## config.mk

```make
export PLATFORM = sky130hd
export DESIGN_NAME = ticket_fifo_with_cancel
export DESIGN_NICKNAME = d
export VERILOG_FILES = /design/src/hdl/tfc_pkg.sv /design/src/hdl/tfc_cell.sv /design/src/hdl/ticket_fifo_with_cancel.sv
export SDC_FILE = /design/constraint.sdc
export NUM_CORES = 1
export LEC_CHECK = 0
export BUFFER_PORTS_ARGS = -buffer_cell sky130_fd_sc_hd__buf_2
export CAP_MARGIN = 20
export CORE_ASPECT_RATIO = 1.25
export CORE_MARGIN = 2
export CORE_UTILIZATION = 23
export CTS_BUF_LIST = sky130_fd_sc_hd__clkbuf_2 sky130_fd_sc_hd__clkbuf_4 sky130_fd_sc_hd__clkbuf_8
export DETAILED_ROUTE_END_ITERATION = 10
export PLACE_DENSITY_LB_ADDON = 0.05
export SETUP_SLACK_MARGIN = 0.1
export SLEW_MARGIN = 20
export SYNTH_ARGS = -nofsm -noshare
export SYNTH_HDL_FRONTEND = slang
export SYNTH_SLANG_ARGS = --single-unit
```

## constraint.sdc

```tcl
create_clock -name clk -period 4.1 [get_ports clk]
set_input_delay 0.41 -clock clk [delete_from_list [all_inputs] [get_ports clk]]
set_output_delay 0.41 -clock clk [all_outputs]
set_load 0.005 [all_outputs]
```

## src/hdl/tfc_pkg.sv

```systemverilog
// ----------------------------------------------------------------------------
// tfc_pkg
// Shared types and constants for the ticket queue with cancel.
// ----------------------------------------------------------------------------
package tfc_pkg;

	// Queue size and ticket width.
	localparam int QUEUE_DEPTH = 16;
	localparam int TICKET_BITS = 16;
	localparam int IDX_BITS    = $clog2(QUEUE_DEPTH);
	localparam int COUNT_BITS  = $clog2(QUEUE_DEPTH + 1);

	typedef logic [TICKET_BITS-1:0] ticket_t;
	typedef logic [COUNT_BITS-1:0]  count_t;
	typedef logic [IDX_BITS-1:0]    idx_t;

	// Operation codes of an input item.
	typedef enum logic [1:0] {
		OP_ADD    = 2'd0,
		OP_SERVE  = 2'd1,
		OP_LIST   = 2'd2,
		OP_CANCEL = 2'd3
	} opcode_t;

	// Result status codes.
	localparam logic [2:0] STAT_ADDED     = 3'd0;
	localparam logic [2:0] STAT_SERVED    = 3'd1;
	localparam logic [2:0] STAT_CANCELLED = 3'd2;
	localparam logic [2:0] STAT_NOT_FOUND = 3'd3;
	localparam logic [2:0] STAT_EMPTY     = 3'd4;
	localparam logic [2:0] STAT_LISTED    = 3'd5;
	localparam logic [2:0] STAT_FULL      = 3'd6;

	// Command broadcast to every cell of the chain.
	typedef enum logic [2:0] {
		CELL_HOLD   = 3'd0,
		CELL_ADD    = 3'd1,
		CELL_SHIFT  = 3'd2,
		CELL_ROTATE = 3'd3,
		CELL_CANCEL = 3'd4
	} cell_op_t;

	typedef struct packed {
		cell_op_t op;
		ticket_t  new_ticket;
		ticket_t  key;
		count_t   count;
	} cell_ctrl_t;

	// Controller states.
	typedef enum logic [1:0] {
		S_IDLE = 2'b01,
		S_LIST = 2'b10
	} state_t;

endpackage

```

## src/hdl/tfc_cell.sv

```systemverilog
// ----------------------------------------------------------------------------
// tfc_cell
// One slot of the ticket chain. Holds one ticket and moves it toward the head
// on serve, cancel and list rotation.
// ----------------------------------------------------------------------------
module tfc_cell (
	input  logic                clk,
	input  tfc_pkg::cell_ctrl_t ctrl,
	input  tfc_pkg::idx_t       idx,
	input  tfc_pkg::ticket_t    data_next,
	input  tfc_pkg::ticket_t    head,
	input  logic                hit_in,
	output tfc_pkg::ticket_t    data,
	output logic                hit_out
);
	import tfc_pkg::*;

	ticket_t data_q;
	count_t  idx_ext;
	logic    occupied;
	logic    is_free;
	logic    is_tail;
	logic    match_here;

	// Position of this cell relative to the fill level.
	assign idx_ext    = count_t'(idx);
	assign occupied   = idx_ext < ctrl.count;
	assign is_free    = idx_ext == ctrl.count;
	assign is_tail    = (idx_ext + count_t'(1)) == ctrl.count;
	assign match_here = occupied && (data_q == ctrl.key);

	// The first match nearest the head propagates down the chain.
	assign hit_out = hit_in || match_here;

	// Slot update.
	always_ff @(posedge clk) begin
		case (ctrl.op)
			CELL_ADD: begin
				if (is_free) begin
					data_q <= ctrl.new_ticket;
				end
			end
			CELL_SHIFT: begin
				data_q <= data_next;
			end
			CELL_ROTATE: begin
				if (is_tail) begin
					data_q <= head;
				end else begin
					data_q <= data_next;
				end
			end
			CELL_CANCEL: begin
				if (hit_out) begin
					data_q <= data_next;
				end
			end
			default: begin
				data_q <= data_q;
			end
		endcase
	end

	assign data = data_q;

endmodule

```

## src/hdl/ticket_fifo_with_cancel.sv

```systemverilog
// ----------------------------------------------------------------------------
// ticket_fifo_with_cancel
// Ticket queue in arrival order with add, serve, list and cancel by number.
// ----------------------------------------------------------------------------
// A command is taken when start is high and busy is low. The receiver cannot
// hold results off: each result is on the ports for one cycle with strobe
// high. Add, serve, cancel and a list of an empty queue give their single
// result on the cycle after the transfer, so a new command may follow every
// cycle. Listing n waiting tickets rotates the cell chain one step per cycle,
// giving one result per cycle once the block has entered its list state; busy
// stays high until the last ticket has been rotated out, and the next command
// is taken only after busy falls.
module ticket_fifo_with_cancel (
	input  logic                                clk,
	input  logic                                arst_n,
	input  logic                                start,
	output logic                                busy,
	input  logic [1:0]                          opcode,
	input  logic [tfc_pkg::TICKET_BITS-1:0]     cancel_number,
	output logic                                strobe,
	output logic [2:0]                          status,
	output logic [tfc_pkg::TICKET_BITS-1:0]     ticket,
	output logic                                last
);
	import tfc_pkg::*;

	state_t     state_q;
	count_t     count_q;
	count_t     left_q;
	ticket_t    next_ticket_q;
	logic       strobe_q;
	logic [2:0] status_q;
	ticket_t    ticket_q;
	logic       last_q;

	cell_ctrl_t ctrl;
	ticket_t    cell_data [QUEUE_DEPTH];
	logic       cell_hit  [QUEUE_DEPTH];
	logic       accept;
	logic       full;
	logic       empty;
	logic       found;

	assign busy   = (state_q == S_LIST);
	assign accept = start && !busy;
	assign full   = (count_q == count_t'(QUEUE_DEPTH));
	assign empty  = (count_q == '0);
	assign found  = cell_hit[QUEUE_DEPTH-1];

	// Command broadcast to the cell chain.
	always_comb begin
		ctrl.new_ticket = next_ticket_q;
		ctrl.key        = cancel_number;
		ctrl.count      = count_q;
		ctrl.op         = CELL_HOLD;
		if (busy) begin
			ctrl.op = CELL_ROTATE;
		end else if (accept) begin
			case (opcode)
				OP_ADD:    ctrl.op = full ? CELL_HOLD : CELL_ADD;
				OP_SERVE:  ctrl.op = empty ? CELL_HOLD : CELL_SHIFT;
				OP_CANCEL: ctrl.op = CELL_CANCEL;
				default:   ctrl.op = CELL_HOLD;
			endcase
		end
	end

	// Chain of ticket cells, head at index zero.
	for (genvar i = 0; i < QUEUE_DEPTH; i++) begin : g_cell
		ticket_t nb_data;
		logic    nb_hit;
		if (i == QUEUE_DEPTH - 1) begin : g_end
			assign nb_data = cell_data[i];
		end else begin : g_mid
			assign nb_data = cell_data[i+1];
		end
		if (i == 0) begin : g_head
			assign nb_hit = 1'b0;
		end else begin : g_body
			assign nb_hit = cell_hit[i-1];
		end
		tfc_cell u_cell (
			.clk       (clk),
			.ctrl      (ctrl),
			.idx       (idx_t'(i)),
			.data_next (nb_data),
			.head      (cell_data[0]),
			.hit_in    (nb_hit),
			.data      (cell_data[i]),
			.hit_out   (cell_hit[i])
		);
	end

	// Control state: fill level, ticket counter and list sequencing.
	always_ff @(posedge clk or negedge arst_n) begin
		if (!arst_n) begin
			state_q       <= S_IDLE;
			count_q       <= '0;
			left_q        <= '0;
			next_ticket_q <= ticket_t'(1);
			strobe_q      <= 1'b0;
		end else begin
			strobe_q <= 1'b0;
			case (state_q)
				S_LIST: begin
					strobe_q <= 1'b1;
					left_q   <= left_q - count_t'(1);
					if (left_q == count_t'(1)) begin
						state_q <= S_IDLE;
					end
				end
				S_IDLE: begin
					if (accept) begin
						case (opcode)
							OP_ADD: begin
								strobe_q <= 1'b1;
								if (!full) begin
									count_q <= count_q + count_t'(1);
									next_ticket_q <= (&next_ticket_q) ? ticket_t'(1)
										: next_ticket_q + ticket_t'(1);
								end
							end
							OP_SERVE: begin
								strobe_q <= 1'b1;
								if (!empty) begin
									count_q <= count_q - count_t'(1);
								end
							end
							OP_LIST: begin
								if (empty) begin
									strobe_q <= 1'b1;
								end else begin
									state_q <= S_LIST;
									left_q  <= count_q;
								end
							end
							default: begin
								strobe_q <= 1'b1;
								if (found) begin
									count_q <= count_q - count_t'(1);
								end
							end
						endcase
					end
				end
				default: begin
					state_q <= S_IDLE;
				end
			endcase
		end
	end

	// Result payload.
	always_ff @(posedge clk) begin
		if (busy) begin
			status_q <= STAT_LISTED;
			ticket_q <= cell_data[0];
			last_q   <= (left_q == count_t'(1));
		end else if (accept) begin
			last_q <= 1'b1;
			case (opcode)
				OP_ADD: begin
					status_q <= full ? STAT_FULL : STAT_ADDED;
					ticket_q <= full ? '0 : next_ticket_q;
				end
				OP_SERVE: begin
					status_q <= empty ? STAT_EMPTY : STAT_SERVED;
					ticket_q <= empty ? '0 : cell_data[0];
				end
				OP_LIST: begin
					status_q <= STAT_EMPTY;
					ticket_q <= '0;
				end
				default: begin
					status_q <= found ? STAT_CANCELLED : STAT_NOT_FOUND;
					ticket_q <= cancel_number;
				end
			endcase
		end
	end

	assign strobe = strobe_q;
	assign status = status_q;
	assign ticket = ticket_q;
	assign last   = last_q;

endmodule

```

==> results.txt, run 1 <==
The post-route met1 wirelength is 42.4 mm. The critical path in this run is classified as register to register. The initial antenna violation count came to 5. In this design, the largest share of critical-path delay is due to compound AO/OA/AOI/OAI gates. The relative area change from synthesis to final layout came out at 15.5%. The first-pass iteration count of the detailed router came out at 5. The final-layout setup total negative slack came out at 0 ns. The sequential power share came out at slightly above 40%. The first-pass GRT wire length is ~130 mm. The H-tree generated during clock tree synthesis spans 3 levels. The detailed route wirelength on metal2 came out at 48.6 mm.

The die covers between 90000 and 100000 µm². At the end of the flow, the number of nets in the layout was 1815. The async set or reset register ratio after synthesis is a little under a tenth.

Sorting the synthesized cells by area gives the leading types as sky130_fd_sc_hd__edfxtp_1 40%, sky130_fd_sc_hd__mux2_2 13%, sky130_fd_sc_hd__a221o_1 11%, sky130_fd_sc_hd__xnor2_1 6.0%, sky130_fd_sc_hd__xor2_1 5.8%. The top cell type by total area after synthesis is sky130_fd_sc_hd__edfxtp_1. The initial detailed-routing violation count came out at between 900 and 1000. The clock tree buffer depth is 3. The worst max-slew margin expressed relative to the limit came out at 25.3%. The instance count of the mapped netlist is roughly 1700. The count of input and output buffers came out at 42. Clock-pin slew was measured on the worst setup and hold paths at 0.06 ns. The maximum number of pins on one net before global-route repair is between 100 and 150. The number of warnings reported in the yosys synthesis log came out at 0.

The overflow left after global routing is 0. The number of sinks handled by clock tree synthesis came out at 305. Traced cell by cell, the critical path runs through buf_4 -> a311oi_1 -> nor3_1 -> nand2_1 -> o22ai_1 -> a311oi_2 -> and2_4 -> a2bb2oi_2 -> buf_12.

The area occupied by multi-input gates came out at 10500 µm². Setup violations remaining at the end of the flow were counted as 0. In the routed layout, each cell is associated on average with a via count of 5.29.

The combinational fraction of design power is about 31%. The final max-slew violation count is 0. The placeable core region is ~87000 µm². When the netlist entered floorplanning its net count stood at between 1500 and 2000. The leakage dissipation came out at 8.06 nW.

The power per standard cell area is 498 nW/µm². The detailed route wirelength on metal3 is 3.42 mm. The clock latency on the worst-skew pair came out at 0.67 ns. In this run the mean area of a mapped cell was between 10 and 15 µm². The fmax came out at around 0.27 GHz. The total DRC errors in the routed layout came out at 0. The congestion estimate from routability-driven global placement came to 0.810. The number of enable flip-flop cells after synthesis came out at approximately 270. The worst setup path is launched from a register.

The share of total power consumed by net switching came out at 37.1%. For this design the total switching power over the nets is ~0.0043 W. Detailed routing inserted a total of 15829 vias.

The share of cells above drive strength 1 came out at 29.3%. The top-area cell type share of the netlist area came out at about 40%. The most used flip-flop cell after synthesis is sky130_fd_sc_hd__edfxtp_1.

between 40 and 50 I/O pins were placed. The maximum single-stage delay on the critical path came out at around 0.9 ns. The total internal power is about 0.0073 W.

The total count of hold-check failures in the final report is 0. The data arrival at the endpoint of the critical path came out at 4.15 ns. The clock power share is between 20 and 30%. The cell area after synthesis is about 20000 µm².

The worst ir drop on vdd came out at about 190 µV. The clock buffer count from CTS is 66. The count of nets left with antenna violations once routing finished came out at 0.

The TritonCTS clock tree is built. Row generation in the floorplan step produced between 100 and 150 rows. On the critical path, the stage with the largest delay is an instance of sky130_fd_sc_hd__a311oi_1.

The overall power of the completed layout came out at between 0.01 and 0.015 W. In the synthesized netlist, the cells that appear most often are 273 x sky130_fd_sc_hd__edfxtp_1, 236 x sky130_fd_sc_hd__mux2_2, 224 x sky130_fd_sc_hd__a221o_1. The part of the Yosys area used for sequential elements is ~44%. The count of buffering cells on the critical path with inverters included is 2.

The tool flagged a number of max-cap violations equal to 0. The final instance area is 23400 µm². The total track usage came out at 21.2%. The cell sitting at the root of the clock tree is a sky130_fd_sc_hd__clkbuf_8.

The final period demand of the worst path came out at approximately 3.7 ns. The number of setup buffers added after CTS is 0. Setup repair after global routing left no endpoint under its margin. The maximum fanout encountered on the critical timing path came out at 16. The placed instances occupy a cell area of roughly 22000 µm².

The die span in y came out at between 300 and 400 µm. The post-synthesis register bit count came out at around 310. The die is 269 µm wide. The total detailed-routing wirelength came out at ~97 mm. By instance count, the leading cell after synthesis is sky130_fd_sc_hd__edfxtp_1.

The fill cell instance count of the final layout came out at between 9000 and 10000. The post-DP HPWL came out at between 60 and 70 mm. The data required time at the worst endpoint came out at between 4 and 5 ns. After detailed routing, the average wire length per cell comes to roughly 32 µm. STA classifies the critical path endpoint as a register. For the pin with the worst max-slew slack, the measured transition is approximately 1.1 ns. The sequential cells in the finished layout cover a total of around 9000 µm². The run finished with clean final reports. The worst path uses roughly 91% of the clock period. The highest layer touched by signal routing is met5.

The setup clock skew after layout came out at ~0.034 ns. The number of global-route vias before repair is 16092. The worst hold path belongs to the class input pin to register. The starting utilization of the core area came out at between 20% and 30%. The unique cell type count in the Yosys netlist came out at 74.
-- registers in the layout, summed over array words and instances (netlist names) --
signal / flops
next_ticket_q: 16
ticket: 16
last: 1
count_q: 5
status: 3
state_q: 2
g_cell.u_cell.data: 256
left_q: 5
strobe: 1
-- path summary, 6_finish.rpt --
kind                                              end  depth (start not counted)  slack, ns  startpoint
min in group asynchronous           next_ticket_q[14]                          2       0.44      arst_n
setup reg to reg           g_cell[14].u_cell.data[14]                          9       0.36  count_q[3]
max in group asynchronous                  count_q[0]                          2       3.09      arst_n
hold reg to reg                             left_q[0]                          1       0.57   left_q[0]
setup / recovery           g_cell[14].u_cell.data[14]                          9       0.36  count_q[3]
hold / removal                              status[0]                          3       0.24   opcode[0]
-- power by group through the flow --
stage	Sequential [W]	Clock (W)	Combinational, W
global placement	0.00479	0	0.00366
global route	0.00479	0.00352	0.00390
finish	0.00473	0.00331	0.00361
detailed placement	0.00479	0	0.00365
floorplan	0.00456	0	0.00228
CTS	0.00474	0.00344	0.00367
-- cell families (layout without fill, tap and decap cells) --
group / after synthesis / count (layout) / synth area share, %
other: 0 / 3 / 0
muxes: 245 / 245 / 13.6
AOI/OAI and AO/OA: 373 / 373 / 15.8
buffers and inverters: 189 / 285 / 4.40
adders and majority gates: 10 / 10 / 0.618
xor gates and xnor gates: 271 / 271 / 11.7
and+or+nand+nor: 334 / 334 / 9.44
DFF: 305 / 305 / 44.4
-- stage by stage --
| step | hold slack (ns) | util (%) | worst slack, ns | cells |
|---|---|---|---|---|
| CTS | 0.155 | 26.8 | 0.313 | 2991 |
| detailed placement | 0.562 | 25.4 | 0.353 | 2882 |
| global placement | 0.553 | 25.4 | 0.319 | 2882 |
| global route | 0.206 | 26.8 | 0.314 | 2992 |
| floorplan | 0.114 | - | 0.793 | 1727 |
| finish | 0.236 | 26.8 | 0.359 | 2994 |
-- worst register-to-register path: stages (launching register included) --
cell and delay [ns]:
sky130_fd_sc_hd__dfrtp_1 0.55, sky130_fd_sc_hd__buf_4 0.28, sky130_fd_sc_hd__a311oi_1 0.90, sky130_fd_sc_hd__nor3_1 0.11, sky130_fd_sc_hd__nand2_1 0.14, sky130_fd_sc_hd__o22ai_1 0.18, sky130_fd_sc_hd__a311oi_2 0.72, sky130_fd_sc_hd__and2_4 0.33
sky130_fd_sc_hd__a2bb2oi_2 0.08, sky130_fd_sc_hd__buf_12 0.19
-- placed cells by master, fill, tap and decap left out, types with 20 or more instances in the layout --
master,count
sky130_fd_sc_hd__and2_1,20
sky130_fd_sc_hd__nor2_1,39
sky130_fd_sc_hd__mux2_2,236
sky130_fd_sc_hd__clkbuf_4,24
sky130_fd_sc_hd__buf_4,110
sky130_fd_sc_hd__nand4_1,43
sky130_fd_sc_hd__xor2_1,133
sky130_fd_sc_hd__nor4_1,46
sky130_fd_sc_hd__edfxtp_1,273
sky130_fd_sc_hd__xnor2_1,138
sky130_fd_sc_hd__a221o_1,224
sky130_fd_sc_hd__nand2_1,52
sky130_fd_sc_hd__o21ai_0,35
sky130_fd_sc_hd__nor3_1,30
sky130_fd_sc_hd__buf_2,42
sky130_fd_sc_hd__a21oi_1,30
sky130_fd_sc_hd__dfrtp_1,27
sky130_fd_sc_hd__clkbuf_8,69
sky130_fd_sc_hd__nand3_1,33
-- metal layers --
metal | global-route usage (%) | vias up
met1 | 26.8 | 8379
met2 | 37.6 | 406
met3 | 2.44 | 109
met5 | 0 | -
met4 | 6.31 | 2
li1 | - | 6933
-- repair_timing --
action	CTS	global route
resized for setup	0	0
hold buffers	2	0
hold endpoints to repair	28	0
-- area by class of cell --
type,instances,share of cell area [%]
multi-input cells,1233,44.7
flip-flops and latches,305,38.4
well taps,1168,6.25
repair buffers,162,5.20
clock buffers,93,4.83
clock inverters,14,0.268
inverters,16,0.257
diodes,3,0.0321
Note: power is estimated with default switching activity, not from simulation.
==> inputs of run 2 (changes only) <==
Settings changed: BUFFER_PORTS_ARGS -buffer_cell sky130_fd_sc_hd__buf_2 to unset, CAP_MARGIN 20 to unset, CTS_BUF_LIST sky130_fd_sc_hd__clkbuf_2 sky130_fd_sc_hd__clkbuf_4 sky130_fd_sc_hd__clkbuf_8 to sky130_fd_sc_hd__clkbuf_4, DONT_BUFFER_PORTS set to 1.
==> run 2 against run 1 <==
Effect of this change: wire length is 1.4% higher; via count is 0.15% lower; die area stayed put; fmax is 1.7% lower; final cell count is 0.23% higher; register-to-register slack worse by 0.06 ns; final area is 0.74% lower; clock power hardly changed; clock skew is 0.048 ns higher; setup slack worse by 0.065 ns; sequential power hardly changed; highest routed layer is now met4.
==> results.txt, run 2 (same netlist as run 1, synthesis figures left out) <==
Run status: finished, final reports clean (unchanged). The combinational fraction of design power came to 29.8% (was 31.0%). The power per standard cell area came to 496 nW/µm² (was 498 nW/µm²). Counting stages on the worst path, the most repeated cell is sky130_fd_sc_hd__buf_4. The area of all sequential standard cells is 8990 µm² (unchanged). The number of maximum-capacitance constraint violations came out at 0 (unchanged).

The capturing instance or port of the critical path is g_cell[13].u_cell.data[5] (was g_cell[14].u_cell.data[14]). The I/O pin count is 43 (unchanged). The category of the worst setup path launch point is a register (unchanged).

The final max-slew violation count came to 0 (unchanged). The clock tree buffer depth came out at 3 (unchanged). The slowest stage cell on the critical path is sky130_fd_sc_hd__a311oi_1 (unchanged). The relative area change from synthesis to final layout came out at 14.7% (was 15.5%).

The total DRC errors in the routed layout came out at 0 (unchanged). The worst ir drop on vdd came to 183 µV (was 188 µV). The library cell used as clock root buffer was sky130_fd_sc_hd__clkbuf_4 (was sky130_fd_sc_hd__clkbuf_8).

The category of the critical setup timing path is register to register (unchanged). The fill cell instance count of the final layout was 9217 (was 9182). The initial antenna violation count came out at 6 (was 5). The clock latency on the worst-skew pair came out at 0.92 ns (was 0.67 ns). The final estimated routing congestion in global placement came out at 0.779 (was 0.810). The worst max-slew margin expressed relative to the limit came to 22.0% (was 25.3%). The worst min-delay path class is input pin to asynchronous set/reset pin (was input pin to register). The total track usage came out at 21.5% (was 21.2%).

The clock edge transition at the registers on the reported setup and hold paths came out at 0.07 ns (was 0.06 ns). The share of cells above drive strength 1 came out at 28.8% (was 29.3%). The logic depth of the worst setup path including buffers came to 8 (was 9). The type of element capturing the critical path is a register (unchanged). The horizontal die dimension is 269 µm (unchanged).

The remaining antenna violation count after routing was 0 (unchanged). The via count normalized by instance count came out at 5.27 (was 5.29). The leakage dissipation came out at 7.98 nW (was 8.06 nW). The post-cts resize count was 0 (unchanged).

The clock power share came out at 29.0% (was 28.4%). The category of cells accounting for the largest share of critical-path delay is compound AO/OA/AOI/OAI gates (unchanged). The initial detailed-routing violation count came out at 1181 (was 997).

The count of placed standard cells including taps is 2813 (was 2882). The routed via count is 15806 (was 15829). The maximum single-stage delay on the critical path is 0.85 ns (was 0.90 ns). The transition time of the tightest slew-check pin is 1.15 ns (was 1.11 ns). The area occupied by multi-input gates is 10500 µm² (about the same). The first-pass GRT wire length came to 136 mm (was 134 mm).

The number of sinks handled by clock tree synthesis came out at 305 (unchanged). The total count of hold-check failures in the final report came out at 0 (unchanged). The die span in y is 336 µm (unchanged). The post-DP HPWL is 61.9 mm (was 65.3 mm).

The number of cells in the finished layout apart from fillers came out at 3001 (was 2994). The TritonCTS clock tree was built (unchanged). RSZ-0062 raised after global routing: no (unchanged). The layout net count came out at 1799 (was 1815). The sequential power share came out at 41.2% (was 40.6%). The average detailed-routed wire length per instance was 32.8 µm (was 32.4 µm).

Worst path cell trace: buf_4 -> a311oi_1 -> buf_4 -> nor2_1 -> nand4_1 -> nand4b_1 -> nor3_2 -> a31oi_2 (was buf_4 -> a311oi_1 -> nor3_1 -> nand2_1 -> o22ai_1 -> a311oi_2 -> and2_4 -> a2bb2oi_2 -> buf_12). The number of global-route vias before repair is 16175 (was 16092). The data required time at the worst endpoint came to 4.57 ns (was 4.51 ns). The maximum number of pins on one net before global-route repair came out at 182 (was 140). The final period demand of the worst path was 3.81 ns (was 3.74 ns). The standard-cell row count is 121 (unchanged).

The total die area came out at 90400 µm² (unchanged). The number of H-tree levels is 3 (unchanged). The count of input and output buffers is 0 (was 42). The source of the worst register-to-register timing path was count_q[1] (was count_q[3]). The flip-flop count of the largest register, all copies and words added came out at 256 (unchanged).

The number of cells traversed by the worst register-to-register path is 8 (was 9). The start point of the critical path is count_q[1] (was count_q[3]). The final-layout setup total negative slack is 0 ns (unchanged). The data arrival at the endpoint of the critical path was 4.27 ns (was 4.15 ns). The worst reg-to-reg setup slack came out at 0.29 ns (was 0.36 ns). Top library cells by usage in the layout, fill and taps aside: 273 x sky130_fd_sc_hd__edfxtp_1, 236 x sky130_fd_sc_hd__mux2_2, 224 x sky130_fd_sc_hd__a221o_1 (unchanged).

The setup clock skew after layout was 0.0827 ns (was 0.0342 ns). The capture instance of the worst register-to-register path was g_cell[13].u_cell.data[5] (was g_cell[14].u_cell.data[14]). The overflow left after global routing is 0 (unchanged). The placeable core region came out at 87200 µm² (unchanged). The first-pass iteration count of the detailed router came out at 5 (unchanged). The maximum fanout encountered on the critical timing path was 16 (unchanged).

The fmax came to 0.263 GHz (was 0.267 GHz). The total detailed-routing wirelength is 98.3 mm (was 97.0 mm). The starting utilization of the core area came to 23.2% (unchanged). The count of buffering cells on the critical path with inverters included came to 2 (unchanged).

The final setup violation count came out at 0 (unchanged). The clock buffer count from CTS came out at 99 (was 66). The total internal power is 0.00729 W (was 0.00732 W). The share of total power consumed by net switching came out at 36.6% (was 37.1%). The commonest non-fill, non-tap cell in the layout is sky130_fd_sc_hd__edfxtp_1 (unchanged). The final critical-path share of the clock period is 92.8% (was 91.2%). The reported net switching power was 0.00421 W (was 0.00433 W).
[run 2: changes by cell type in the layout (fill, tap and decap cells not counted), sizes merged]
cell	change
clkinv	-5
dlygate4sd3	+18
buf	-67
clkinvlp	-2
bufinv	+2
inv	+3
clkbuf	+58
[run 2: how the worst min path moves through the flow]
stage,start,to,depth (start not counted)
floorplan,arst_n,count_q[0],0
global placement,arst_n,next_ticket_q[6],0
detailed placement,arst_n,next_ticket_q[6],0
CTS,arst_n,next_ticket_q[0],2
global route,arst_n,next_ticket_q[0],2
finish,arst_n,next_ticket_q[4],3
[run 2: worst register-to-register path: stages, from the launching register on]
cell and delay [ns]:
sky130_fd_sc_hd__dfrtp_1 0.37, sky130_fd_sc_hd__buf_4 0.20, sky130_fd_sc_hd__a311oi_1 0.86, sky130_fd_sc_hd__buf_4 0.26, sky130_fd_sc_hd__nor2_1 0.05, sky130_fd_sc_hd__nand4_1 0.28, sky130_fd_sc_hd__nand4b_1 0.31, sky130_fd_sc_hd__nor3_2 0.49
sky130_fd_sc_hd__a31oi_2 0.54
[run 2: what timing repair did]
item                                   4_1_cts  5_1_grt
hold buffers                                22        0
setup endpoints to repair                    0        0
setup buffers                                0        0
endpoints found under the hold margin       54        0
[run 2: stage by stage]
stage / worst slack [ns] / cell area [µm²] / utilization, % / power (W) / hold WS [ns]
floorplan: 0.793 / 20200 / - / 0.00684 / 0.114
global placement: 0.206 / 21700 / 24.9 / 0.00822 / 0.124
detailed placement: 0.281 / 21700 / 24.9 / 0.00821 / 0.124
CTS: 0.288 / 23200 / 26.6 / 0.0117 / 0.00554
global route: 0.164 / 23200 / 26.6 / 0.0121 / 0.0745
finish: 0.294 / 23200 / 26.6 / 0.0115 / 0.0975
[run 2: layout make-up]
| type | count | area share [%] |
|---|---|---|
| well taps | 1168 | 6.30 |
| flip-flops and latches | 305 | 38.7 |
| repair buffers | 113 | 4.30 |
| multi-input cells | 1233 | 45.1 |
| clock inverters | 12 | 0.420 |
| diodes | 3 | 0.0323 |
| inverters | 16 | 0.259 |
| clock buffers | 151 | 4.88 |
[run 2: power groups by stage]
stage               logic (W)  registers (W)  clock network, W
floorplan             0.00228        0.00456                 0
global placement      0.00341        0.00481                 0
detailed placement    0.00340        0.00481                 0
CTS                   0.00347        0.00475           0.00346
global route          0.00370        0.00481           0.00359
finish                0.00343        0.00474           0.00333
[run 2: metal layers]
layer / share of wire [%] / track usage, % / vias up
li1: - / - / 6963
met1: 43 / 27.2 / 8251
met2: 49 / 37.2 / 467
met3: 4.6 / 3.33 / 125
met4: 2.9 / 7.21 / 0
met5: 0 / 0 / -
==> inputs of run 3 (changes only) <==
Settings changed: PLACE_DENSITY set to 0.43, PLACE_DENSITY_LB_ADDON 0.05 to unset.
==> run 3 against run 2 <==
Effect of this change: setup slack improved by 0.061 ns; clock skew decreased by 0.012 ns; die area unchanged; register-to-register slack improved by 0.06 ns; fmax increased by 1.6%; power decreased by 3.8%; count of clock-buffer cells in the layout decreased by 30; clock power decreased by 9.3%; wire length decreased by 11%.
==> results.txt, run 3 (same netlist as run 1, synthesis figures left out) <==
The placeable core region is 87200 µm² (unchanged). The clock tree buffer depth came out at 3 (unchanged). The remaining antenna violation count after routing came out at 0 (unchanged). The clock edge transition at the registers on the reported setup and hold paths was 0.08 ns (was 0.07 ns). The maximum number of pins on one net before global-route repair is 85 (was 182). The number of global-route vias before repair came out at 16057 (was 16175).

The final max-slew violation count is 0 (unchanged). The final estimated routing congestion in global placement is 0.905 (was 0.779). The data required time at the worst endpoint came out at 4.83 ns (was 4.57 ns). The initial antenna violation count was 4 (was 6). The final instance area came out at 22900 µm² (was 23200 µm²).

The source of the worst register-to-register timing path is count_q[1] (unchanged). The starting utilization of the core area is 23.2% (unchanged). The routed via count came out at 16181 (was 15806). The final-layout setup total negative slack came out at 0 ns (unchanged). The I/O pin count came to 43 (unchanged).

The final critical-path share of the clock period came out at 91.3% (was 92.8%). The TritonCTS clock tree is built (unchanged). The layout net count is 1773 (was 1799).

The type of element capturing the critical path was a register (unchanged). The total die area is 90400 µm² (unchanged). The average detailed-routed wire length per instance came out at 29.3 µm (was 32.8 µm).

The worst reg-to-reg setup slack came out at 0.36 ns (was 0.29 ns). The standard-cell row count is 121 (unchanged). The horizontal die dimension is 269 µm (unchanged). The library cell used as clock root buffer is sky130_fd_sc_hd__clkbuf_4 (unchanged). The count of input and output buffers is 0 (unchanged). The cell area reported after detailed placement came to 21600 µm² (was 21700 µm²).

The final hold slack is 0.136 ns (was 0.0975 ns). The total track usage is 18.9% (was 21.5%). The fmax came to 0.267 GHz (was 0.263 GHz).

Top library cells by usage in the layout, fill and taps aside: 273 x sky130_fd_sc_hd__edfxtp_1, 236 x sky130_fd_sc_hd__mux2_2, 224 x sky130_fd_sc_hd__a221o_1 (unchanged). The final worst-path setup slack was 0.355 ns (was 0.294 ns). The capture instance of the worst register-to-register path is count_q[3] (was g_cell[13].u_cell.data[5]). RSZ-0062 raised after global routing: no (unchanged). The first-pass GRT wire length is 123 mm (was 136 mm). The category of the critical setup timing path is register to register (unchanged). The post-DP HPWL was 53.9 mm (was 61.9 mm). The leakage dissipation was 7.82 nW (was 7.98 nW). The clock latency on the worst-skew pair is 0.90 ns (was 0.92 ns). The via count normalized by instance count is 5.44 (was 5.27). The die span in y came out at 336 µm (unchanged). The data arrival at the endpoint of the critical path came to 4.48 ns (was 4.27 ns). The final setup violation count came out at 0 (unchanged).

The final period demand of the worst path is 3.74 ns (was 3.81 ns). The power per standard cell area came to 483 nW/µm² (was 496 nW/µm²). The first-pass iteration count of the detailed router is 5 (unchanged). The worst max-slew margin expressed relative to the limit came out at 32.4% (was 22.0%). The maximum fanout encountered on the critical timing path came out at 13 (was 16). The critical hold path startpoint is start. For hold timing, the worst endpoint is status[0]. The commonest non-fill, non-tap cell in the layout is sky130_fd_sc_hd__edfxtp_1 (unchanged). The setup clock skew after layout is 0.0710 ns (was 0.0827 ns).

The number of maximum-capacitance constraint violations is 0 (unchanged). The initial detailed-routing violation count is 1388 (was 1181). The worst ir drop on vdd came out at 217 µV (was 183 µV). The total DRC errors in the routed layout was 0 (unchanged). The cell count of the worst hold path came out at 2. The number of H-tree levels came out at 3 (unchanged).

The total count of hold-check failures in the final report came out at 0 (unchanged). The flip-flop count of the largest register, all copies and words added is 256 (unchanged). The worst min-delay path class is input pin to register (was input pin to asynchronous set/reset pin). Run status: finished, final reports clean (unchanged). The total detailed-routing wirelength was 87.1 mm (was 98.3 mm). The overflow left after global routing is 0 (unchanged). The relative area change from synthesis to final layout is 13.3% (was 14.7%). The share of cells above drive strength 1 is 27.1% (was 28.8%). The clock buffer count from CTS is 84 (was 99).

The category of the worst setup path launch point was a register (unchanged). The worst-case setup slack after placement is 0.411 ns (was 0.281 ns). The fill cell instance count of the final layout came out at 9169 (was 9217). The transition time of the tightest slew-check pin is 1.01 ns (was 1.15 ns). The number of sinks handled by clock tree synthesis is 305 (unchanged). The number of cells traversed by the worst register-to-register path came out at 10 (was 8).
## run 3: cell type report
| cell class | instances | area [µm²] | share of cell area (%) |
|---|---|---|---|
| multi-input combinational | 1233 | 10500 | 45.6 |
| sequential | 305 | 8990 | 39.2 |
| tap | 1168 | 1460 | 6.37 |
| clock buffer | 121 | 908 | 3.96 |
| timing repair buffer | 102 | 877 | 3.82 |
| clock inverter | 26 | 184 | 0.802 |
| inverter | 16 | 60.1 | 0.262 |
| antenna | 1 | 2.50 | 0.0109 |
## run 3: critical path, cell delays in order, from the launching register on
cell and delay [ns]:
sky130_fd_sc_hd__dfrtp_1 0.56, sky130_fd_sc_hd__inv_1 0.23, sky130_fd_sc_hd__ha_1 0.28, sky130_fd_sc_hd__or4b_1 0.62, sky130_fd_sc_hd__o21ai_2 0.29, sky130_fd_sc_hd__dlygate4sd3_1 0.58, sky130_fd_sc_hd__nand2_1 0.14, sky130_fd_sc_hd__nand3_1 0.32
sky130_fd_sc_hd__or3_1 0.18, sky130_fd_sc_hd__a21oi_1 0.04, sky130_fd_sc_hd__a311o_1 0.33
## run 3: routing by layer
| metal | vias to the layer above | track usage, % | routed length (µm) |
|---|---|---|---|
| li1 | 6898 | - | - |
| met1 | 8364 | 21.4 | 33200 |
| met2 | 692 | 33.8 | 44000 |
| met3 | 227 | 2.90 | 4710 |
| met4 | 0 | 10.8 | 5160 |
| met5 | - | 0 | 0 |
## run 3: power by group
| part | leakage [nW] | internal (W) | switching [W] |
|---|---|---|---|
| Combinational | 4.14 | 0.00134 | 0.00197 |
| Sequential | 3.02 | 0.00416 | 0.000578 |
| Clock | 0.655 | 0.00154 | 0.00148 |
| Total | 7.82 | 0.00704 | 0.00403 |
## run 3: worst max path at each step
stage                     depth (start not counted)                   endpoint  slack [ns]  startpoint
final                                            10                 count_q[3]        0.36  count_q[1]
after global routing                             10                 count_q[3]        0.19  count_q[1]
after CTS                                         8  g_cell[7].u_cell.data[11]        0.28  count_q[1]
after detailed placement                          8  g_cell[9].u_cell.data[10]        0.41  count_q[1]
after global placement                            8   g_cell[7].u_cell.data[5]        0.53  count_q[1]
after floorplan                                   9  g_cell[13].u_cell.data[0]        0.79  count_q[1]
## run 3: metrics by stage
step	util (%)	cells	total power (W)
floorplan	-	1727	0.00684
global placement	24.7	2798	0.00799
detailed placement	24.7	2799	0.00802
CTS	26.3	2971	0.0111
global route	26.3	2972	0.0116
finish	26.3	2972	0.0111
## run 3: repair_timing
action / 4_1_cts / 5_1_grt
resized for setup: 0 / 1
setup endpoints to repair: 0 / 51
hold endpoints to repair: 53 / 0
buffers inserted: 0 / 0
hold buffers: 25 / 0
